===== config.mk =====
export PLATFORM = sky130hd
export DESIGN_NAME = eprk_search
export DESIGN_NICKNAME = d
export VERILOG_FILES = /design/src/hdl/eprk_pkg.sv /design/src/hdl/eprk_search.sv
export SDC_FILE = /design/constraint.sdc
export NUM_CORES = 1
export LEC_CHECK = 0
export BUFFER_PORTS_ARGS = -buffer_cell sky130_fd_sc_hd__buf_4
export CORE_UTILIZATION = 53
export DETAILED_ROUTE_END_ITERATION = 8
export PLACE_DENSITY = 0.76
export SLEW_MARGIN = 5
export SYNTH_ARGS = -nofsm -noshare
export SYNTH_HDL_FRONTEND = slang
export SYNTH_SLANG_ARGS = --single-unit

===== constraint.sdc =====
create_clock -name i_clk -period 2.88 [get_ports i_clk]
set_input_delay 0.144 -clock i_clk [delete_from_list [all_inputs] [get_ports i_clk]]
set_output_delay 0.144 -clock i_clk [all_outputs]
set_load 0.05 [all_outputs]

===== src/hdl/eprk_pkg.sv =====
// shared constants, codes and types of the envelope percentile rank block
package eprk_pkg;

    localparam int NUM_VARS_DEF  = 16;
    localparam int REF_DEPTH_DEF = 1024;

    localparam logic [10:0] REF_COUNT_RST = 11'd1024;

    localparam logic [1:0] ACT_LOAD  = 2'd0;
    localparam logic [1:0] ACT_SET   = 2'd1;
    localparam logic [1:0] ACT_QUERY = 2'd2;

    localparam logic [1:0] TAIL_NONE = 2'd0;
    localparam logic [1:0] TAIL_BOTH = 2'd1;
    localparam logic [1:0] TAIL_HIGH = 2'd2;
    localparam logic [1:0] TAIL_LOW  = 2'd3;

    // request from the control unit to the search unit
    typedef struct packed {
        logic               start;
        logic signed [31:0] y;
    } t_srch_req;

endpackage


===== src/hdl/eprk_search.sv =====
// two-pass binary search over one sorted reference column
module eprk_search #(
    parameter int NUM_VARS  = eprk_pkg::NUM_VARS_DEF,
    parameter int REF_DEPTH = eprk_pkg::REF_DEPTH_DEF,
    localparam int CW = $clog2(REF_DEPTH + 1),
    localparam int AW = $clog2(NUM_VARS * REF_DEPTH)
) (
    input  logic                i_clk,
    input  logic                i_rst_n,
    input  eprk_pkg::t_srch_req i_req,
    input  logic [3:0]          i_var,
    input  logic [CW-1:0]       i_n,
    output logic [AW-1:0]       o_raddr,
    input  logic [31:0]         i_rdata,
    output logic                o_done,
    output logic [CW-1:0]       o_b,
    output logic [CW-1:0]       o_e
);
    import eprk_pkg::*;

    typedef enum logic [2:0] {
        SR_IDLE  = 3'b001,
        SR_ISSUE = 3'b010,
        SR_CMP   = 3'b100
    } t_sr_state;

    t_sr_state          r_state;
    logic [CW-1:0]      r_lo, r_hi, r_mid, r_b;
    logic               r_pass, r_done;
    logic signed [31:0] r_y;
    logic [AW-1:0]      r_base;
    logic [CW:0]        sum_c;
    logic [CW-1:0]      mid_c;
    logic               go_right;

    assign sum_c    = {1'b0, r_lo} + {1'b0, r_hi};
    assign mid_c    = sum_c[CW:1];
    assign o_raddr  = r_base + AW'(mid_c);
    // pass 0 finds the first entry not below y, pass 1 the first entry above y
    assign go_right = r_pass ? ($signed(i_rdata) <= r_y) : ($signed(i_rdata) < r_y);

    always_ff @(posedge i_clk) begin
        if (!i_rst_n) begin
            r_state <= SR_IDLE;
            r_done  <= 1'b0;
            r_pass  <= 1'b0;
        end else begin
            r_done <= (r_state == SR_ISSUE) && !(r_lo < r_hi) && r_pass;
            unique case (r_state)
                SR_IDLE: begin
                    if (i_req.start) begin
                        r_y     <= i_req.y;
                        r_base  <= AW'(i_var) * AW'(REF_DEPTH);
                        r_lo    <= '0;
                        r_hi    <= i_n;
                        r_pass  <= 1'b0;
                        r_state <= SR_ISSUE;
                    end
                end
                SR_ISSUE: begin
                    if (r_lo < r_hi) begin
                        r_mid   <= mid_c;
                        r_state <= SR_CMP;
                    end else if (!r_pass) begin
                        r_b    <= r_lo;
                        r_hi   <= i_n;
                        r_pass <= 1'b1;
                    end else begin
                        r_state <= SR_IDLE;
                    end
                end
                SR_CMP: begin
                    if (go_right) begin
                        r_lo <= r_mid + CW'(1);
                    end else begin
                        r_hi <= r_mid;
                    end
                    r_state <= SR_ISSUE;
                end
                default: r_state <= SR_IDLE;
            endcase
        end
    end

    assign o_done = r_done;
    assign o_b    = r_b;
    assign o_e    = r_lo;
endmodule


Yosys cells after proc, flatten, opt, wreduce, memory -nomap -nowiden
Cells that the tools add are included.
{"block": "word_totals", "reg_bits": 85, "wordCells": 55}
{"block": "classes", "n_reduce_logical": 13, "n_bitwise": 2, "addsub": 3, "n_lt_le_gt_ge": 3, "eq_ne": 9, "mux": 16}
{"op": "11-bit 2-to-1 mux", "n": 6}
{"op": "11-bit case mux with 3 select lines", "n": 1}
{"op": "32-bit less-or-equal comparator", "n": 1}
{"op": "32-bit < comparator", "n": 1}
{"op": "11-bit case mux with 2 select lines", "n": 1}
{"op": "14-bit by 11-bit adder with 14-bit output", "n": 1}
{"op": "11-bit by 11-bit adder with 12-bit output", "n": 1}
{"op": "11-bit by 1-bit adder with 11-bit output, second input constant", "n": 1}
{"op": "11-bit < comparator", "n": 1}
{"op": "2-bit inequality test, second input constant", "n": 5}
{"op": "3-bit 2-to-1 mux", "n": 3}
{"op": "3-bit case mux with 3 select lines", "n": 1}
{"op": "3-bit AND reduction", "n": 3}
{"op": "4-bit AND reduction", "n": 2}
{"op": "6-bit AND reduction", "n": 1}
{"op": "2-bit nonzero test", "n": 2}
{"op": "3-bit by 1-bit == test with 1-bit output, second input constant", "n": 1}
{"op": "3-bit by 2-bit == test with 1-bit output, second input constant", "n": 1}
{"op": "3-bit == test, second input constant", "n": 1}
{"op": "1-bit 2-to-1 mux", "n": 3}
{"op": "3-bit by 2-bit inequality test with 1-bit output, second input constant", "n": 1}
{"op": "3-bit nonzero test", "n": 1}
{"op": "1-bit logical AND", "n": 2}
{"op": "1-bit NOT", "n": 2}
{"op": "other kinds (3)", "n": 3}

Longest topological paths before layout
Gate-level depths: netlist of the first run.
{"block": "logic_depth", "depth_word": 4, "mapped_depth": 12}

Worst setup path before layout of the first run
Ideal clock, no wire load.
{"block": "synth_timing", "path_kind": "register -> output", "startpoint": "register r_lo[1] (netlist: o_e[1])", "endpoint": "output port o_raddr[12]", "stages_incl_launch_ff": 12, "n_path_buf": 0, "path_slack_ps": -456, "required_time_ps": 2736, "t_arrival_ps": 3192, "cell_sequence": "edfxtp_1 -> ha_1 -> nand3b_1 -> a21oi_1 -> o211ai_1 -> a21oi_1 -> nand2b_1 -> a31oi_1 -> o31ai_1 -> ha_1 -> ha_1 -> xor2_1"}
{"block": "synth_between", "elab_chain_cells": 2}
{"item": "start: declaration", "line": "eprk_search.sv:28", "text": "logic [CW-1:0] r_lo, r_hi, r_mid, r_b;"}
{"item": "start signal: assignment", "line": "eprk_search.sv:74", "text": "r_lo <= r_mid + CW'(1);"}
{"item": "11-bit by 11-bit adder with 12-bit output", "line": "eprk_search.sv:36", "text": "assign sum_c = {1'b0, r_lo} + {1'b0, r_hi};"}
{"item": "net sum_c[11]", "line": "eprk_search.sv:32", "text": "logic [CW:0] sum_c;"}
{"item": "14-bit by 11-bit adder with 14-bit output", "line": "eprk_search.sv:38", "text": "assign o_raddr = r_base + AW'(mid_c);"}
{"item": "end: declaration", "line": "eprk_search.sv:13", "text": "output logic [AW-1:0] o_raddr,"}
The timed path passes the listed nets, and every way through them passes these cells.

Worst setup path after layout of the first run
{"block": "layout_timing", "startpoint": "register r_hi[1]", "endpoint": "output port o_raddr[12]"}
{"block": "layout_between", "elab_chain_cells": 2}
{"item": "start: declaration", "line": "eprk_search.sv:28"}
{"item": "start signal: assignment", "line": "eprk_search.sv:55", "text": "r_hi <= i_n;"}
{"item": "start signal: assignment", "line": "eprk_search.sv:66", "text": "r_hi <= i_n;"}
{"item": "start signal: assignment", "line": "eprk_search.sv:76", "text": "r_hi <= r_mid;"}
{"item": "11-bit by 11-bit adder with 12-bit output", "line": "eprk_search.sv:36"}
{"item": "net sum_c[11]", "line": "eprk_search.sv:32"}
{"item": "14-bit by 11-bit adder with 14-bit output", "line": "eprk_search.sv:38"}
The timed path passes the listed nets, and every way through them passes these cells.

==> metrics.md, run 1 <==
| Metric | Value |
|---|---|
| DP Worst Slack | `-160.9 ps` |
| Leakage | `2.917 nW` |
| Top delay family on crit path | `compound AO/OA/AOI/OAI gates` |
| Ratio of cells with drive above 1 in the final layout | `between 30 and 40%` |
| CP most frequent cell | `ha_4` |
| DRC violations left | `0` |
| Vias per Instance | `~5.2` |
| Main synth FF type | `edfxtp_1` |
| Drt total wl | `about 11 mm` |
| Ys Warns | `0` |
| Routability Congestion | `slightly above 0.8` |
| Area grow syn2layout | `41.24%` |
| Skew final | `between 10 and 15 ps` |
| Slew Viols, Final | `0` |
| Hold Path Class | `in2reg` |
| Inserted Diodes | `0` |
| Least-Margin Pin Slew | `851.8 ps` |
| Mean post-synth cell area | `11.43 um^2` |
| Most common cell after layout, fill and taps aside | `buf_4` |
| PortBufs | `about 120` |
| Vias in the first global route | `3508` |
| Min Tclk post-route | `3168 ps` |
| Max cap viols | `0` |
| Slowest CP cell | `edfxtp_1` |
| Type of origin of the critical path | `flop` |
| Nets | `slightly above 700` |
| Boundary Pins | `119` |
| Buf/Inv on CP | `2` |
| Worst vdd ir | `0.0003666 V` |
| EDFF count, synth | `80` |
| Max incr delay on CP | `410 ps` |
| Synthesized area | `0.004606 mm^2` |
| H-tree levels | `3` |
| Syn Inst Count | `403` |
| Syn Nets | `541` |
| Final setup violating endpoints | `5` |
| WP data arrival | `3020 ps` |
| Share of flip-flops with an asynchronous set or reset | `0%` |
| Worst-case clock buffer depth | `2` |
| Die Footprint | `0.009067 mm^2` |
| PwrDens | `457.8 mW/mm^2` |
| Die width | `95.22 um` |
| First-pass GRT wire length | `16.10 mm` |
| Placed cells | `about 620` |
| Netlist cell types | `43` |
| Status | `finished, violations left` |
| Worst setup EP type | `primary output` |
| Drt first pass iters | `5` |
| Worst path required time | `between 2000 and 3000 ps` |
| Worst Slack Setup Final | `-287.5 ps` |
| Pin count of the biggest net entering global routing | `37` |
| Final ANT Viol Nets | `0` |
| Initial antenna violation count | `0` |
| CTS tree | `yes` |
| Layout Cells excl Fill | `688` |
| Initial Util | `55.50%` |
| Height of the die | `95.22 um` |
| Via total after detailed routing | `3570` |
| Num Clock Sinks | `85` |
| Most frequent cells in the layout | `buf_4, edfxtp_1, nand2_1, ha_1, inv_1` |
| Post-DP HPWL | `about 7.1 mm` |
| CP Max Fanout | `2` |
| CP Class | `reg2out` |
| Avg WL per Cell | `15.58 um` |
| RSZ-0062 raised after global routing | `yes` |
| Headroom to the max-slew limit | `43.22%` |
| CTS root buf | `clkbuf_8` |
| Fmax | `0.3157 GHz` |
| Final period util | `110.0%` |
| Violated checks | `setup timing` |
| Drt initial violations | `267` |
| Clk Latency, worst-skew pair | `350 ps` |
| Core footprint | `~0.0083 mm^2` |
| GRT Total Usage | `24.00%` |
| Clk slew on worst S/H paths | `~90 ps` |
| Final Hold Fails | `0` |
| Rows | `33` |
| Sequential share of the synthesized area | `a little over half` |
| GRT overflow | `0` |
| Crit path cell chain | `inv_2, ha_4, nand3b_1, a21oi_2, o211ai_1, a21oi_2, nand2b_4, a31oi_4, o31ai_4, ha_4, ha_4, xor2_4, buf_8` |
| Number of synthesized register bits | `85` |
| CTS buffer count | `9` |
| Fill cells | `between 500 and 600` |
tightest hold or removal path: cells and delay by family:
kind | cells | cell delay [ps]
buf+inv | 1 | 70
simple gates | 2 | 90
layer usage:
metal,track usage (%),vias to the layer above,share of wire [%]
met5,0,-,0
met4,9.975,0,1.9
met3,4.067,21,6.5
met2,42.38,124,52
met1,28.83,1677,40
li1,-,1748,-
synthesized netlist by cell type (2+ instances only):
| library cell | count | area [um^2] |
|---|---|---|
| and3_1 | 6 | 37.54 |
| a21o_1 | 5 | 37.54 |
| nand3b_1 | 2 | 15.01 |
| xnor2_1 | 10 | 87.58 |
| edfxtp_1 | 80 | 2402 |
| and2_1 | 2 | 12.51 |
| xor2_1 | 10 | 87.58 |
| dfxtp_1 | 5 | 100.1 |
| o21a_1 | 3 | 22.52 |
| nor2b_1 | 3 | 18.77 |
| o21ai_0 | 10 | 50.05 |
| a2111oi_0 | 2 | 17.52 |
| buf_4 | 10 | 75.07 |
| nor3_1 | 5 | 25.02 |
| nand2_1 | 50 | 187.7 |
| inv_1 | 51 | 191.4 |
| a21oi_1 | 21 | 105.1 |
| a31oi_1 | 4 | 25.02 |
| nand2b_1 | 5 | 31.28 |
| ha_1 | 55 | 688.2 |
| o211ai_1 | 2 | 15.01 |
| clkbuf_1 | 5 | 18.77 |
| o21bai_1 | 4 | 30.03 |
| nor2_1 | 23 | 86.33 |
| o2111ai_1 | 2 | 17.52 |
| nand3_1 | 11 | 55.05 |
metrics by stage:
| step | hold slack (ps) | TNS, ps | util [%] | total power (W) | cell area (um^2) |
|---|---|---|---|---|---|
| floorplan | 242.9 | -187.5 | - | 0.001862 | 4646 |
| global placement | 321.9 | -175.6 | 67.75 | 0.002027 | 5623 |
| detailed placement | 323.3 | -328.5 | 67.75 | 0.002042 | 5623 |
| CTS | 43.50 | -783.0 | 76.86 | 0.002943 | 6379 |
| global route | 58.55 | -1756 | 78.38 | 0.003092 | 6505 |
| finish | 54.50 | -817.7 | 78.38 | 0.002978 | 6505 |
report_power, final:
group | total [W] | internal [W] | switching, W
sequential | 0.00144 | 0.00141 | 0.0000279
clock | 0.000825 | 0.000400 | 0.000425
combinational | 0.000714 | 0.000319 | 0.000395
final cells by class:
cell class | count | area (um^2) | share of cell area, %
timing repair buffer | 179 | 1483 | 22.79
inverter | 51 | 191.4 | 2.943
clock inverter | 6 | 63.81 | 0.9810
multi-input combinational | 252 | 2006 | 30.83
sequential | 85 | 2502 | 38.47
tap | 105 | 131.4 | 2.020
clock buffer | 10 | 127.6 | 1.962
logic make-up (layout without fill, tap and decap cells):
group / Yosys count / count (layout) / share of synthesized area (%)
adder cells (fa/ha/maj): 56 / 56 / 15.38
AND/OR/NAND/NOR: 116 / 116 / 11.90
AO/OA/AOI/OAI: 60 / 60 / 8.395
buffers and inverters: 66 / 246 / 6.194
flip-flops: 85 / 85 / 54.33
XOR/XNOR: 20 / 20 / 3.803
repair_timing:
item / 4_1_cts / 5_1_grt
setup endpoints to repair: 5 / 19
resized for setup: 22 / 19
setup buffers: 10 / 8
hold buffers: 36 / 0
cloned: 0 / 1
endpoints found under the hold margin: 36 / 0
pin swaps: 6 / 18
state kept, by name, indices dropped and copies added (netlist names):
register and flops:
r_pass 1, r_hi 11, r_base 4, o_b 11, r_state 3, o_e 11
o_done 1, r_mid 11, r_y 32
path summary, 6_finish.rpt:
| path | start | to | slack (ps) | depth (start not counted) |
|---|---|---|---|---|
| min reg2reg | o_e[4] | o_b[4] | 530 | 0 |
| max reg2reg | r_y[15] | r_hi[10] | 160 | 10 |
| max | r_hi[1] | o_raddr[12] | -290 | 13 |
| min | i_n[4] | r_hi[4] | 50 | 3 |
(Power assumes the default switching activity.)
==> run 2, diff against run 1 <==
ABC_AREA = 1   (was default)
CORE_UTILIZATION = 54   (was 53)
PLACE_DENSITY = 0.77   (was 0.76)
SETUP_SLACK_MARGIN = 0.02   (was default)
==> run 2 against run 1 <==
The flow still finishes with violations (setup timing). Core utilization down 0.51 points. Total power up 58%. Critical path type unchanged. Combinational power increased to 3.1 times the previous value. Register-to-register slack improved by 230 ps. Largest cell class unchanged. Largest power group is now combinational logic. First-iteration DRC count down 35%. Non-clock buffer count is 6 lower. Wire length up 2.3%.
==> metrics.md, run 2 <==
| Metric | Value |
|---|---|
| Slew Viols, Final | `0` |
| Worst-case clock buffer depth | `2` |
| Avg WL per Cell | `14.61 um` |
| Violated checks | `setup timing` |
| Placed cells | `688` |
| Syn Inst Count | `470` |
| CTS root buf | `clkbuf_8` |
| Layout Cells excl Fill | `751` |
| Share of flip-flops with an asynchronous set or reset | `0%` |
| RSZ-0062 raised after global routing | `yes` |
| Syn Nets | `around 610` |
| Core footprint | `~0.0083 mm^2` |
| Worst vdd ir | `0.0009512 V` |
| Headroom to the max-slew limit | `approximately 52%` |
| Count leader, synth | `inv_1` |
| EDFF count, synth | `80` |
| Initial Util | `56.72%` |
| Sw power | `0.001947 W` |
| Most frequent cells in the layout | `buf_4, inv_1, edfxtp_1, nand2_1, ha_1` |
| Ys Warns | `0` |
| Clk Latency, worst-skew pair | `between 300 and 400 ps` |
| Top cells by area, synth | `edfxtp_1, ha_1, inv_1` |
| Via total after detailed routing | `between 3000 and 4000` |
| CP Max Fanout | `2` |
| Max cap viols | `0` |
| Final period util | `100.7%` |
| Drt first pass iters | `5` |
| Final Hold Fails | `0` |
| Number of synthesized register bits | `85` |
| Clk slew on worst S/H paths | `90 ps` |
| Ratio of cells with drive above 1 in the final layout | `27.86%` |
| Clock share of power | `between 10% and 20%` |
| Type of origin of the critical path | `flop` |
| DP Worst Slack | `47.44 ps` |
| Status | `finished, violations left` |
| Area grow syn2layout | `37.29%` |
| Worst path required time | `2740 ps` |
| Netlist cell types | `31` |
| Min Tclk post-route | `2899 ps` |
| Mean post-synth cell area | `10.07 um^2` |
| Boundary Pins | `between 100 and 150` |
| PortBufs | `between 100 and 150` |
| Height of the die | `95.60 um` |
| Synth cell count leaders | `inv_1, nand2_1, edfxtp_1` |
| WP data arrival | `between 2000 and 3000 ps` |
| Fmax | `0.3449 GHz` |
| Main synth FF type | `edfxtp_1` |
| Vias per Instance | `5.093` |
| Top cell type by total area after synthesis | `edfxtp_1` |
| Largest register by flop count | `r_y` |
| Gate power share | `46.4%` |
| Largest register FFs | `32` |
| Int Pwr | `0.002765 W` |
| PwrDens | `slightly above 700 mW/mm^2` |
| Initial antenna violation count | `0` |
| Final setup violating endpoints | `1` |
| Pin count of the biggest net entering global routing | `37` |
| GRT Total Usage | `25.82%` |
| Vias in the first global route | `3869` |
| CP Class | `reg2out` |
| Sequential share of the synthesized area | `a little over half` |
| Drt total wl | `10.97 mm` |
| Post-DP HPWL | `7.944 mm` |
| Skew final | `16.04 ps` |
| H-tree levels | `3` |
| DRC violations left | `0` |
| CTS tree | `yes` |
| Die width | `95.60 um` |
| Final ANT Viol Nets | `0` |
| CTS buffer count | `9` |
| Synth top area share | `50.78%` |
| GRT overflow | `0` |
| Hold Path Class | `in2reg` |
| Num Clock Sinks | `85` |
| Most common cell after layout, fill and taps aside | `buf_4` |
| Inserted Diodes | `0` |
| Net Sw Frac | `roughly two fifths` |
| Rows | `33` |
| Worst Slack Setup Final | `-19.30 ps` |
| Drt initial violations | `173` |
| Routability Congestion | `0.8485` |
| Leakage | `3.092 nW` |
| Least-Margin Pin Slew | `about 700 ps` |
| Synthesized area | `roughly 0.0047 mm^2` |
| Nets | `779` |
| Sequential share of power | `36.1%` |
| First-pass GRT wire length | `approximately 17 mm` |
| Die Footprint | `between 0.009 and 0.01 mm^2` |
| Worst setup EP type | `primary output` |
## run 2: critical path, stage by stage, from the launching register on
cell	delay (ps)
edfxtp_1	470
ha_4	250
or2_1	240
o21ai_2	140
nand2_1	70
nand2_1	80
a21oi_2	70
o21ai_2	160
nand2_2	90
nand2_2	80
nand2_2	50
nand2_2	80
ha_4	150
ha_4	150
xor2_4	150
buf_8	160
## run 2: cells by family (layout without fill, tap and decap cells)
group,count (synthesis),count (layout),synth area share (%)
xor gates and xnor gates,10,10,1.851
DFF,85,85,52.90
AOI/OAI and AO/OA,57,57,6.903
adders and majority gates,56,56,14.97
buffers and inverters,106,282,9.204
and+or+nand+nor,156,156,14.18
## run 2: metal layers
| metal | part of all wire [%] | track usage (%) | vias up |
|---|---|---|---|
| li1 | - | - | 1887 |
| met1 | 39 | 29.42 | 1773 |
| met2 | 52 | 46.43 | 141 |
| met3 | 5.9 | 4.545 | 24 |
| met4 | 2.8 | 12.69 | 0 |
| met5 | 0 | 0 | - |
## run 2: power groups by stage
stage | registers, W | logic (W) | clock network (W)
floorplan | 0.00183 | 0.00141 | 0
global placement | 0.00171 | 0.00195 | 0
detailed placement | 0.00173 | 0.00199 | 0
CTS | 0.00170 | 0.00215 | 0.000843
global route | 0.00172 | 0.00236 | 0.000884
finish | 0.00170 | 0.00219 | 0.000823
## run 2: path summary, 6_finish.rpt
kind              slack [ps]  startpoint  depth (start not counted)           to
setup / recovery         -20      o_e[1]                         15  o_raddr[12]
hold / removal            70      i_n[2]                          3      r_hi[2]
setup reg to reg         390      o_e[9]                          8      r_hi[8]
hold reg to reg          520      r_pass                          2       r_pass
## run 2: timing repair
action                                  in CTS  in global routing
pin swaps                                    9                  7
buffers inserted                             8                  2
endpoints found under the setup margin       4                  4
hold buffers                                37                  0
endpoints found under the hold margin       37                  0
resized for setup                           18                  4
## run 2: cell type report
| cell class | count | area [um^2] |
|---|---|---|
| Timing Repair Buffer | 173 | 1414 |
| Clock inverter | 6 | 63.81 |
| Fill cell | 550 | 1846 |
| Clock buffer | 10 | 127.6 |
| Multi-Input combinational cell | 279 | 1907 |
| Inverter | 93 | 349.1 |
| Sequential cell | 85 | 2502 |
| Tap cell | 105 | 131.4 |
## run 2: through the flow
| step | power (W) | hold WS (ps) | utilization [%] | cell area [um^2] | setup TNS, ps |
|---|---|---|---|---|---|
| after floorplan | 0.003245 | 212.7 | - | 4768 | 0 |
| after global placement | 0.003660 | 322.2 | 69.14 | 5767 | 0 |
| after detailed placement | 0.003717 | 323.3 | 69.14 | 5767 | 0 |
| after CTS | 0.004694 | 48.57 | 77.57 | 6470 | -112.0 |
| after global routing | 0.004967 | 63.81 | 77.87 | 6495 | -394.9 |
| final | 0.004711 | 65.47 | 77.87 | 6495 | -19.30 |
