File: src/hdl/eprk_div.sv
// restoring divider, one quotient bit a cycle, for the q1.16 scaling
module eprk_div #(
    parameter int MW = 12,
    localparam int NW = MW + 16,
    localparam int KW = $clog2(NW + 1)
) (
    input  logic          i_clk,
    input  logic          i_rst_n,
    input  logic          i_start,
    input  logic [MW-1:0] i_num,
    input  logic [MW-1:0] i_den,
    output logic          o_done,
    output logic [16:0]   o_quot
);
    logic [NW-1:0] r_num, r_q;
    logic [MW:0]   r_rem;
    logic [MW-1:0] r_den;
    logic [KW-1:0] r_cnt;
    logic          r_busy, r_done;
    logic [MW:0]   rem_sh;
    logic          qbit;

    assign rem_sh = {r_rem[MW-1:0], r_num[NW-1]};
    assign qbit   = (rem_sh >= {1'b0, r_den});

    always_ff @(posedge i_clk) begin
        if (!i_rst_n) begin
            r_busy <= 1'b0;
            r_done <= 1'b0;
        end else begin
            r_done <= r_busy && !i_start && (r_cnt == KW'(1));
            if (i_start) begin
                r_num  <= {i_num, 16'd0};
                r_den  <= i_den;
                r_rem  <= '0;
                r_q    <= '0;
                r_cnt  <= KW'(NW);
                r_busy <= 1'b1;
            end else if (r_busy) begin
                r_rem <= qbit ? (rem_sh - {1'b0, r_den}) : rem_sh;
                r_q   <= {r_q[NW-2:0], qbit};
                r_num <= {r_num[NW-2:0], 1'b0};
                r_cnt <= r_cnt - KW'(1);
                if (r_cnt == KW'(1)) begin
                    r_busy <= 1'b0;
                end
            end
        end
    end

    assign o_done = r_done;
    assign o_quot = r_q[16:0];
endmodule

File: config.mk
export PLATFORM = sky130hd
export DESIGN_NAME = eprk_div
export DESIGN_NICKNAME = d
export VERILOG_FILES = /design/src/hdl/eprk_div.sv
export SDC_FILE = /design/constraint.sdc
export NUM_CORES = 1
export LEC_CHECK = 0
export ABC_AREA = 1
export BUFFER_PORTS_ARGS = -buffer_cell sky130_fd_sc_hd__buf_2
export CAP_MARGIN = 40
export CORE_ASPECT_RATIO = 1.4
export CORE_MARGIN = 3
export CORE_UTILIZATION = 55
export CTS_BUF_LIST = sky130_fd_sc_hd__clkbuf_16
export DETAILED_ROUTE_END_ITERATION = 8
export PLACE_DENSITY = 0.77
export SLEW_MARGIN = 20
export SYNTH_ARGS = -nofsm -noshare
export SYNTH_HDL_FRONTEND = slang
export SYNTH_SLANG_ARGS = --single-unit
File: constraint.sdc
create_clock -name i_clk -period 3.7 [get_ports i_clk]
set_clock_uncertainty 0.2 [all_clocks]
set_input_delay 0.37 -clock i_clk [delete_from_list [all_inputs] [get_ports i_clk]]
set_output_delay 0.37 -clock i_clk [all_outputs]
set_load 0.005 [all_outputs]
Yosys cells after proc, flatten, opt, wreduce, memory -nomap -nowiden
Cells that the tools add are included.
{ "word_totals": {"regBits": 75, "inputBits": 27, "out_inout_bits": 18, "word_cells": 27} }
{ "classes": {"n_addsub": 2, "n_lt_le_gt_ge": 1, "eq_ne": 1, "n_mux": 9, "n_reduce_logical": 6} }
{ "ops": {"columns": ["operator", "n"], "rows": [
  ["28-bit 2-to-1 mux", 2],
  ["12-bit 2-to-1 mux", 2],
  ["17-bit 2-to-1 mux", 1],
  ["13-bit by 12-bit greater-or-equal comparator with 1-bit output", 1],
  ["12-bit subtractor", 1],
  ["5-bit by 1-bit equality test with 1-bit output, second input constant", 1],
  ["5-bit 2-to-1 mux", 1],
  ["5-bit by 1-bit subtractor with 5-bit output, second input constant", 1],
  ["2-bit AND reduction", 2],
  ["1-bit 2-to-1 mux", 3],
  ["1-bit logical AND", 2],
  ["2-bit nonzero test", 1],
  ["1-bit logical NOT", 1]
]} }

Longest topological paths before layout
Gate-level depths: netlist of the first run.
{ "depth": {"ltp_word": 4, "depth_mapped": 13, "mapped_depth_nobuf": 13} }

Least setup slack after synthesis of the first run
No wires, ideal clock.
{ "synth_path": {"path_type": "input -> register", "startpoint": "input port i_start", "endpoint": "register r_cnt[0] (enable)", "setup_time_ns": 0.404, "t_arrival_ns": 1.725, "t_required_ns": 3.096, "path_slack_ns": 1.371, "stages": 3, "n_path_buf": 1, "path_cell_list": "clkbuf_1 -> nand2_1 -> nand2_1"} }
{ "synth_via": {"elab_chain_cells": 2} }
{ "synth_lines": {"columns": ["item", "line_no", "source"], "rows": [
  ["start: declaration", "9", "input logic i_start,"],
  ["2-bit nonzero test (no source line)", null, null],
  ["2-bit AND reduction (no source line)", null, null],
  ["end signal: assignment", "37", "r_cnt <= KW'(NW);"],
  ["end signal: assignment", "43", "r_cnt <= r_cnt - KW'(1);"],
  ["end: declaration", "18", "logic [KW-1:0] r_cnt;"]
]} }
Every way passes these cells.
A chain may end at the register's enable or synchronous reset.

Final worst setup path of the first run
{ "layout_path": {"startpoint": "register r_rem[1]", "endpoint": "register r_rem[11], data pin"} }
{ "layout_via": {"elab_chain_cells": 3, "word_cells_on_any_way": 4, "cone_classes": "add/sub: 1; order compare: 1; mux: 2"} }
{ "layout_lines": {"columns": ["item", "line_no", "source"], "rows": [
  ["start: declaration", "16", "logic [MW:0] r_rem;"],
  ["start signal: assignment", "40", "r_rem <= qbit ? (rem_sh - {1'b0, r_den}) : rem_sh;"],
  ["12-bit subtractor or 13-bit by 12-bit greater-or-equal comparator with 1-bit output (tied branches)", "40, 24", null],
  ["12-bit 2-to-1 mux *", "40", null],
  ["12-bit 2-to-1 mux *", "39", "end else if (r_busy) begin"]
]} }
Every way passes the cells marked *; elsewhere a longest branch is shown, timed or not. The select of a mux whose other input is x is not followed.

==> results.toml, run 1 <==
[logic_synthesis]
syn_area_sq_mm = 0.00322
ys_seq_elements = 60
yosysSeqAreaShare_pct = 55.4
syn_inst = 368
ys.flop_type = "edfxtp_1"
mappedNetlistNets = 410
synth.distinct_cells = 24
ys_async_sr_fraction_pct = 0
yosys_warnings = 0
syn_area_per_cell_sq_um = 8.74
synth-edff-count = 58

[placement]
portBuffers = 44
dp_cells = 473
hpwl_mm = 4.28
placed_cell_area_sq_mm = 0.00349
gp_congestion = 0.909

[final_layout]
multiInputGateArea_sq_mm = 0.00114
post-route-util_pct = 67.4
final_cell_mix = "nand2_1 (122), inv_1 (64), edfxtp_1 (58)"
fin_nets = 458
syn_to_final_growth_pct = 17.5
fin_area_sq_mm = 0.00378
n_antenna_cell = 0
ff_latch_area_sq_mm = 0.00178
final_common_cell = "nand2_1"
drive_gt1_share_pct = 17.1
fillers = 443
fin_cells = 489

[global_route]
grt_remaining_overflow = 0
grt_pass1_vias = 2283
track_usage_pct = 19.2
antenna_found_initial = 0
grt_start_max_net_pins = 37
grt_pass1_wl_mm = 10.0

[detailed_routing]
drc = 0
detail-route-antenna-nets = 0
dr.pass1.iters = 5
drt_iter0_markers = 104
via_count = 2400
vias_per_cell = 4.91
finalWirelength_mm = 5.99
wl_per_cell_um = 12.3

[clock_tree]
cts_buffers = 9
tritoncts = "yes"
clock_sinks = 60
cts_setup_buffers = 0
htree_levels = 3
cts_hold_buffers = 0
clock-root-buffer = "clkbuf_16"
cts.path.max_buffers = 2
post_cts_resize_count = 0
clk_latency_ns = 0.32
path_clk_slew_ns = 0.05

[sta]
fmax_mhz = 388
slew_violations = 0
fin_crit_sh_pct = 69.7
rsz0062_at_grt = "no"
slew_headroom_pct = 52.2
setup-tns-final_ns = 0
setup_viol = 0
hold_viol_final = 0
tightest_slew_ns = 0.716
fin_crit_ns = 2.58

[setup_path]
cp.required_ns = 3.58
worstPathArrival_ns = 2.46
end_kind = "flop"
crit_type = "flop to flop"
cp-start-kind = "flop"
worstPathMaxFanout = 22

[power]
p_per_area_mw_per_mm2 = 547
p_leak_nw = 1.87
ir_drop_uv = 603
power_mw = 2.07

[worst_hold_path]
hp-class = "input port to flop"

[floorplan]
core.rowCount = 32
die_area_sq_mm = 0.00682
ioPinCount = 45
fp.dieW_um = 70.6
initial_core_util_pct = 57.4
core_area_sq_mm = 0.00561
die_y_um = 96.5

[outcome]
status = "finished clean"

[run]
maxCapViolCount = 0
layout make-up:
cell class / count / area share [%]
Clock buffer: 9 / 5.96
Clock inverter: 7 / 1.79
Inverter: 67 / 6.66
Multi-Input combinational cell: 233 / 30.2
Sequential cell: 60 / 47.2
Tap cell: 68 / 2.25
Timing Repair Buffer: 45 / 6.03
worst max-delay path, cell delays in order (launching register included):
cell and delay (ns):
edfxtp_1 0.39, ha_1 0.40, nand2_1 0.12, nand2_1 0.07, nand2_1 0.09, nand3_2 0.11
nand2_2 0.09, nand3_2 0.38, nand2_1 0.26, nand2_1 0.08, nand2_1 0.08, inv_1 0.05
cells by family (layout without fill, tap and decap cells):
kind of cell,count (synthesis),in the layout,share of synthesized area (%)
simple gates,204,204,26.5
buf+inv,75,128,9.26
flops,60,60,55.4
fa+ha+maj,15,15,6.07
compound gates,10,10,1.67
xor+xnor,4,4,1.09
layer usage:
metal,track usage (%),wire length (um)
met1,21.4,2500
met3,3.42,191
met5,0,0
met4,10.0,131
met2,35.1,3170
path summary, 6_finish.rpt:
check	slack (ns)	cells after the start	startpoint	to
worst max-delay path	1.12	11	r_rem[1]$_SDFFCE_PP0P_	r_rem[11]$_SDFFCE_PP0P_
worst min-delay path	0.02	1	i_den[10]	r_den[10]$_DFFE_PP_
worst max register to register	1.12	11	r_rem[1]$_SDFFCE_PP0P_	r_rem[11]$_SDFFCE_PP0P_
worst min register to register	0.28	2	r_busy$_SDFF_PN0_	r_busy$_SDFF_PN0_
state kept, by name, indices dropped and copies added, names as in the netlist:
signal and flops:
r_num 12, r_den 12, o_done 1, r_q 17
r_rem 12, r_cnt 5, r_busy 1
cells in the mapped netlist, types with 2 or more instances:
| master | n | share of area, % |
|---|---|---|
| inv_2 | 3 | 0.35 |
| nand3b_1 | 5 | 1.2 |
| a21oi_1 | 6 | 0.93 |
| dfxtp_1 | 2 | 1.2 |
| o21ai_0 | 3 | 0.47 |
| nand2_2 | 2 | 0.39 |
| ha_1 | 14 | 5.4 |
| inv_1 | 64 | 7.5 |
| nand4_1 | 4 | 0.78 |
| clkbuf_1 | 5 | 0.58 |
| nand2_1 | 123 | 14 |
| xnor2_1 | 3 | 0.82 |
| nand3_1 | 12 | 1.9 |
| buf_6 | 2 | 0.70 |
| nor2_1 | 49 | 5.7 |
| nor3_1 | 3 | 0.47 |
| nand3_2 | 4 | 1.2 |
| edfxtp_1 | 58 | 54 |
metrics by stage:
step           setup WS, ns  hold WS, ns
6_report               1.12       0.0196
5_1_grt               0.901       0.0107
4_1_cts                1.13       0.0121
3_5_place_dp           1.21        0.267
3_3_place_gp           1.26        0.252
2_1_floorplan          1.37        0.244
power breakdown:
group,total (mW),switching (mW),internal (mW)
logic,0.409,0.259,0.150
clock network,0.796,0.281,0.515
registers,0.860,0.0294,0.831
Power figures use the tool's default switching activity.
==> run 2, diff against run 1 <==
--- a/config.mk
+++ b/config.mk
@@ -10,10 +10,10 @@
 export CAP_MARGIN = 40
 export CORE_ASPECT_RATIO = 1.4
 export CORE_MARGIN = 3
-export CORE_UTILIZATION = 55
+export CORE_UTILIZATION = 52
 export CTS_BUF_LIST = sky130_fd_sc_hd__clkbuf_16
 export DETAILED_ROUTE_END_ITERATION = 8
-export PLACE_DENSITY = 0.77
+export PLACE_DENSITY = 0.76
 export SLEW_MARGIN = 20
 export SYNTH_ARGS = -nofsm -noshare
 export SYNTH_HDL_FRONTEND = slang
==> constraint.sdc (replaced) <==
create_clock -name i_clk -period 2.1 [get_ports i_clk]
set_clock_uncertainty 0.2 [all_clocks]
set_input_delay 0.21 -clock i_clk [delete_from_list [all_inputs] [get_ports i_clk]]
set_output_delay 0.21 -clock i_clk [all_outputs]
set_load 0.005 [all_outputs]
==> results.toml, run 2 (synthesis results as in run 1) <==
[sta]
tightest_slew_ns = 0.533
setup_slack_ns = -0.126
rsz0062_at_grt = "yes"
fmax_mhz = 449
setup_viol = 12
fin_crit_sh_pct = 106
slew_violations = 0
fin_crit_ns = 2.23
hold_viol_final = 0
slew_headroom_pct = 64.4

[setup_path]
crit_chain = "ha_4, nand2_4, inv_2, nand3b_1, nor2_4, nand2_2, nand3_4, buf_12, nand2_1, nand2_2, nor2_2"
r2r-end = "r_rem[4]$_SDFFCE_PP0P_"
cp.depth = 11
end_kind = "flop"
worst-path-buf-inv = 2
slowest_stage = "edfxtp_1"
cpMostUsedCell = "nand2_2"
worstPathMaxFanout = 18
crit_path_end = "r_rem[4]$_SDFFCE_PP0P_"
r2r_cells = 11
cp.required_ns = 1.97
ff2ff_setup_slack_ns = -0.13
crit_type = "flop to flop"
setup.worst_path.start = "r_rem[9]$_SDFFCE_PP0P_"
cp-start-kind = "flop"
worstPathArrival_ns = 2.10
r2r-start = "r_rem[9]$_SDFFCE_PP0P_"
crit_family = "simple AND/OR/NAND/NOR gates"
slowest_delay_ns = 0.45

[final_layout]
fillers = 373
multiInputGateArea_sq_mm = 0.00136
n_antenna_cell = 0
largest-register = "r_q"
final_cell_mix = "nand2_1 (117), inv_1 (58), edfxtp_1 (58)"
ff_latch_area_sq_mm = 0.00178
syn_to_final_growth_pct = 37.8
fin_nets = 509
fin_area_sq_mm = 0.00443
drive_gt1_share_pct = 28.6
final_common_cell = "nand2_1"
largest_reg_flops = 17

[power]
p_seq_share_pct = 39.4
clockPowerShare_pct = 33.1
ir_drop_uv = 695
intPower_mw = 2.73
power_mw = 3.90
p_switching_mw = 1.17
pwr-share-comb_pct = 27.5
switching_share_pct = 30.0
p_per_area_mw_per_mm2 = 880
p_leak_nw = 2.12

[floorplan]
die_y_um = 99.1
ioPinCount = 45
core.rowCount = 33
fp.dieW_um = 72.5
core_area_sq_mm = 0.00595
die_area_sq_mm = 0.00718
initial_core_util_pct = 54.1

[detailed_routing]
wl_per_cell_um = 14.7
finalWirelength_mm = 7.98
dr.pass1.iters = 6
drt_iter0_markers = 175
drc = 0
vias_per_cell = 5.09
detail-route-antenna-nets = 0
via_count = 2759

[placement]
hpwl_mm = 4.66
placed_cell_area_sq_mm = 0.00363
portBuffers = 44
gp_congestion = 0.877

[clock_tree]
clock-root-buffer = "clkbuf_16"
clk_latency_ns = 0.32
cts_buffers = 9
tritoncts = "yes"
clock_sinks = 60
cts.path.max_buffers = 2
htree_levels = 3
path_clk_slew_ns = 0.05

[global_route]
grt_pass1_wl_mm = 12.6
track_usage_pct = 23.1
grt_pass1_vias = 2779
grt_remaining_overflow = 0
antenna_found_initial = 0
grt_start_max_net_pins = 30

[run]
maxCapViolCount = 0

[outcome]
violations = "negative setup slack"
status = "finished, violations left"

[worst_hold_path]
hp-class = "input port to flop"
## run 2: worst min path at each step
stage | start | cells past startpoint | slack, ns | end
CTS | i_num[11] | 3 | 0.03 | r_num[27]$_DFFE_PP_
global placement | i_den[1] | 1 | 0.19 | r_den[1]$_DFFE_PP_
floorplan | i_den[0] | 0 | 0.11 | r_den[0]$_DFFE_PP_
global route | i_num[11] | 3 | 0.03 | r_num[27]$_DFFE_PP_
detailed placement | i_den[11] | 1 | 0.19 | r_den[11]$_DFFE_PP_
finish | i_num[11] | 3 | 0.03 | r_num[27]$_DFFE_PP_
## run 2: power groups by stage
stage               sequential [mW]  clock [mW]  combinational (mW)
floorplan                      1.53           0               0.562
global placement               1.54           0               0.794
detailed placement             1.54           0               0.813
CTS                            1.53        1.31               0.913
global route                   1.55        1.36                1.19
finish                         1.54        1.29                1.07
## run 2: cell type report
class	instances	share of cell area (%)
Sequential cell	60	40.2
Timing Repair Buffer	96	15.5
Inverter	67	5.67
Clock inverter	7	0.988
Tap cell	70	1.98
Multi-Input combinational cell	233	30.6
Clock buffer	9	5.08
## run 2: tightest hold or removal path: cells and delay by family
family                 cells  cell delay (ns)
and+or+nand+nor            2             0.13
buffers and inverters      1             0.08
## run 2: through the flow
| stage | util (%) | TNS, ns | setup slack, ns | instances | hold WS (ns) |
|---|---|---|---|---|---|
| floorplan | - | 0 | 0.108 | 368 | 0.109 |
| global placement | 61.0 | -0.394 | -0.0400 | 492 | 0.187 |
| CTS | 71.7 | -0.0474 | -0.0418 | 533 | 0.0266 |
| finish | 74.6 | -0.692 | -0.126 | 542 | 0.0253 |
| global route | 74.6 | -1.59 | -0.165 | 542 | 0.0288 |
| detailed placement | 61.0 | -0.393 | -0.0544 | 492 | 0.188 |
## run 2: routing by layer
| metal | up-vias | global-route usage [%] | wire, um |
|---|---|---|---|
| li1 | 1354 | - | - |
| met1 | 1289 | 25.5 | 3130 |
| met2 | 89 | 40.2 | 4190 |
| met3 | 27 | 5.61 | 417 |
| met4 | 0 | 12.1 | 235 |
| met5 | - | 0 | 0 |
## run 2: what timing repair did
action                     in CTS  in global routing
setup endpoints to repair      12                 13
buffers inserted                1                  9
gates resized for setup        10                 29
pin swaps                       0                  6
hold buffers                   24                  0
hold endpoints to repair       25                  0
==> run 3, diff against run 2 <==
--- a/config.mk
+++ b/config.mk
@@ -10,10 +10,11 @@
 export CAP_MARGIN = 40
 export CORE_ASPECT_RATIO = 1.4
 export CORE_MARGIN = 3
-export CORE_UTILIZATION = 52
+export CORE_UTILIZATION = 55
 export CTS_BUF_LIST = sky130_fd_sc_hd__clkbuf_16
+export CTS_CLUSTER_SIZE = 25
 export DETAILED_ROUTE_END_ITERATION = 8
-export PLACE_DENSITY = 0.76
+export PLACE_DENSITY = 0.77
 export SLEW_MARGIN = 20
 export SYNTH_ARGS = -nofsm -noshare
 export SYNTH_HDL_FRONTEND = slang
==> constraint.sdc (replaced) <==
create_clock -name i_clk -period 2.35 [get_ports i_clk]
set_clock_uncertainty 0.2 [all_clocks]
set_input_delay 0.235 -clock i_clk [delete_from_list [all_inputs] [get_ports i_clk]]
set_output_delay 0.235 -clock i_clk [all_outputs]
set_load 0.005 [all_outputs]
==> results.toml, run 3 (synthesis results as in run 1) <==
[outcome]
status = "finished clean"

[detailed_routing]
drt_iter0_markers = 177
detail-route-antenna-nets = 0
dr.pass1.iters = 4
drc = 0
via_count = 2617
finalWirelength_mm = 6.95
vias_per_cell = 5.05
wl_per_cell_um = 13.4

[clock_tree]
tritoncts = "yes"
cts.path.max_buffers = 2
clock_sinks = 60
clk_latency_ns = 0.32
htree_levels = 3
cts_buffers = 9
path_clk_slew_ns = 0.05
clock-root-buffer = "clkbuf_16"

[placement]
hpwl_mm = 4.58
portBuffers = 44
gp_congestion = 0.976

[worst_hold_path]
hp-class = "input port to flop"

[setup_path]
worstPathArrival_ns = 2.12
crit_path_end = "r_rem[5]$_SDFFCE_PP0P_"
setup.worst_path.start = "r_rem[10]$_SDFFCE_PP0P_"
crit_chain = "ha_1, inv_1, nor3_1, a21oi_4, nand3_4, buf_12, nand2_1, nand2_1, nor2_1"
worst-path-buf-inv = 2
r2r-end = "r_rem[5]$_SDFFCE_PP0P_"
crit_family = "simple AND/OR/NAND/NOR gates"
r2r_cells = 9
cpMostUsedCell = "nand2_1"
slowest_stage = "edfxtp_1"
worstPathMaxFanout = 15
cp.depth = 9
cp-start-kind = "flop"
ff2ff_setup_slack_ns = 0.11
end_kind = "flop"
r2r-start = "r_rem[10]$_SDFFCE_PP0P_"
crit_type = "flop to flop"
slowest_delay_ns = 0.40
cp.required_ns = 2.22

[global_route]
track_usage_pct = 21.0
grt_pass1_vias = 2542
grt_pass1_wl_mm = 11.1
antenna_found_initial = 0
grt_start_max_net_pins = 29
grt_remaining_overflow = 0

[sta]
fin_crit_sh_pct = 95.5
slew_headroom_pct = 64.3
tightest_slew_ns = 0.535
slew_violations = 0
hold_viol_final = 0
fmax_mhz = 446
setup_viol = 0
fin_crit_ns = 2.24
hold_ws_ns = 0.00407

[floorplan]
fp.dieW_um = 70.6
ioPinCount = 45
initial_core_util_pct = 57.4
die_area_sq_mm = 0.00682
die_y_um = 96.5
core_area_sq_mm = 0.00561
core.rowCount = 32

[final_layout]
syn_to_final_growth_pct = 29.5
final_cell_mix = "nand2_1 (122), inv_1 (65), edfxtp_1 (58)"
largest-register = "r_q"
fillers = 389
final_common_cell = "nand2_1"
n_antenna_cell = 0
largest_reg_flops = 17
fin_nets = 489
post-route-util_pct = 74.3
drive_gt1_share_pct = 19.1

[power]
ir_drop_uv = 552
p_per_area_mw_per_mm2 = 806
p_leak_nw = 2.03
power_mw = 3.36

[run]
maxCapViolCount = 0
run 3: final cells by class:
type / instances / area, sq um / share of cell area (%)
sequential: 60 / 1780 / 42.8
multi-input combinational: 233 / 1230 / 29.6
timing repair buffer: 76 / 543 / 13.0
inverter: 67 / 251 / 6.04
clock buffer: 9 / 225 / 5.41
tap: 68 / 85.1 / 2.04
clock inverter: 5 / 46.3 / 1.11
run 3: per-layer routing:
metal / vias to the layer above / wire [um] / global-route usage [%]
met5: - / 0 / 0
met4: 0 / 160 / 9.56
met1: 1215 / 2800 / 23.1
met3: 18 / 277 / 5.07
met2: 73 / 3720 / 38.4
li1: 1311 / - / -
run 3: power breakdown:
group	leakage (nW)	internal, mW	switching (mW)
clock network	0.137	0.792	0.403
logic	1.31	0.335	0.464
registers	0.580	1.31	0.0559
total	2.03	2.44	0.922
run 3: worst register-to-register path: stages (launching register included):
cell and delay, ns:
edfxtp_1 0.40, ha_1 0.38, inv_1 0.08, nor3_1 0.34
a21oi_4 0.12, nand3_4 0.14, buf_12 0.16, nand2_1 0.07
nand2_1 0.07, nor2_1 0.05
run 3: worst min path at each step:
stage / slack, ns / cells after the start / startpoint / endpoint
after floorplan: 0.13 / 0 / i_den[0] / r_den[0]$_DFFE_PP_
after global placement: 0.21 / 1 / i_den[11] / r_den[11]$_DFFE_PP_
after detailed placement: 0.21 / 1 / i_den[9] / r_den[9]$_DFFE_PP_
after CTS: 0.001 / 3 / i_num[6] / r_num[22]$_DFFE_PP_
after global routing: 0.02 / 3 / i_num[6] / r_num[22]$_DFFE_PP_
final: 0.004 / 3 / i_num[8] / r_num[24]$_DFFE_PP_
run 3: per-stage QoR:
stage	instance area [sq um]	setup WS (ns)	std cells	setup TNS (ns)
3_3_place_gp	3540	0.0634	477	0
6_report	4170	0.105	518	0
3_5_place_dp	3540	0.0446	477	0
4_1_cts	4050	0.0569	514	0
2_1_floorplan	3220	0.156	368	0
5_1_grt	4170	-0.0213	518	-0.0345
run 3: repair_timing:
item	in CTS	in global routing
gates resized for setup	1	10
setup buffers	0	4
endpoints found under the hold margin	23	0
pin swaps	0	2
hold buffers	23	0
setup endpoints to repair	1	11
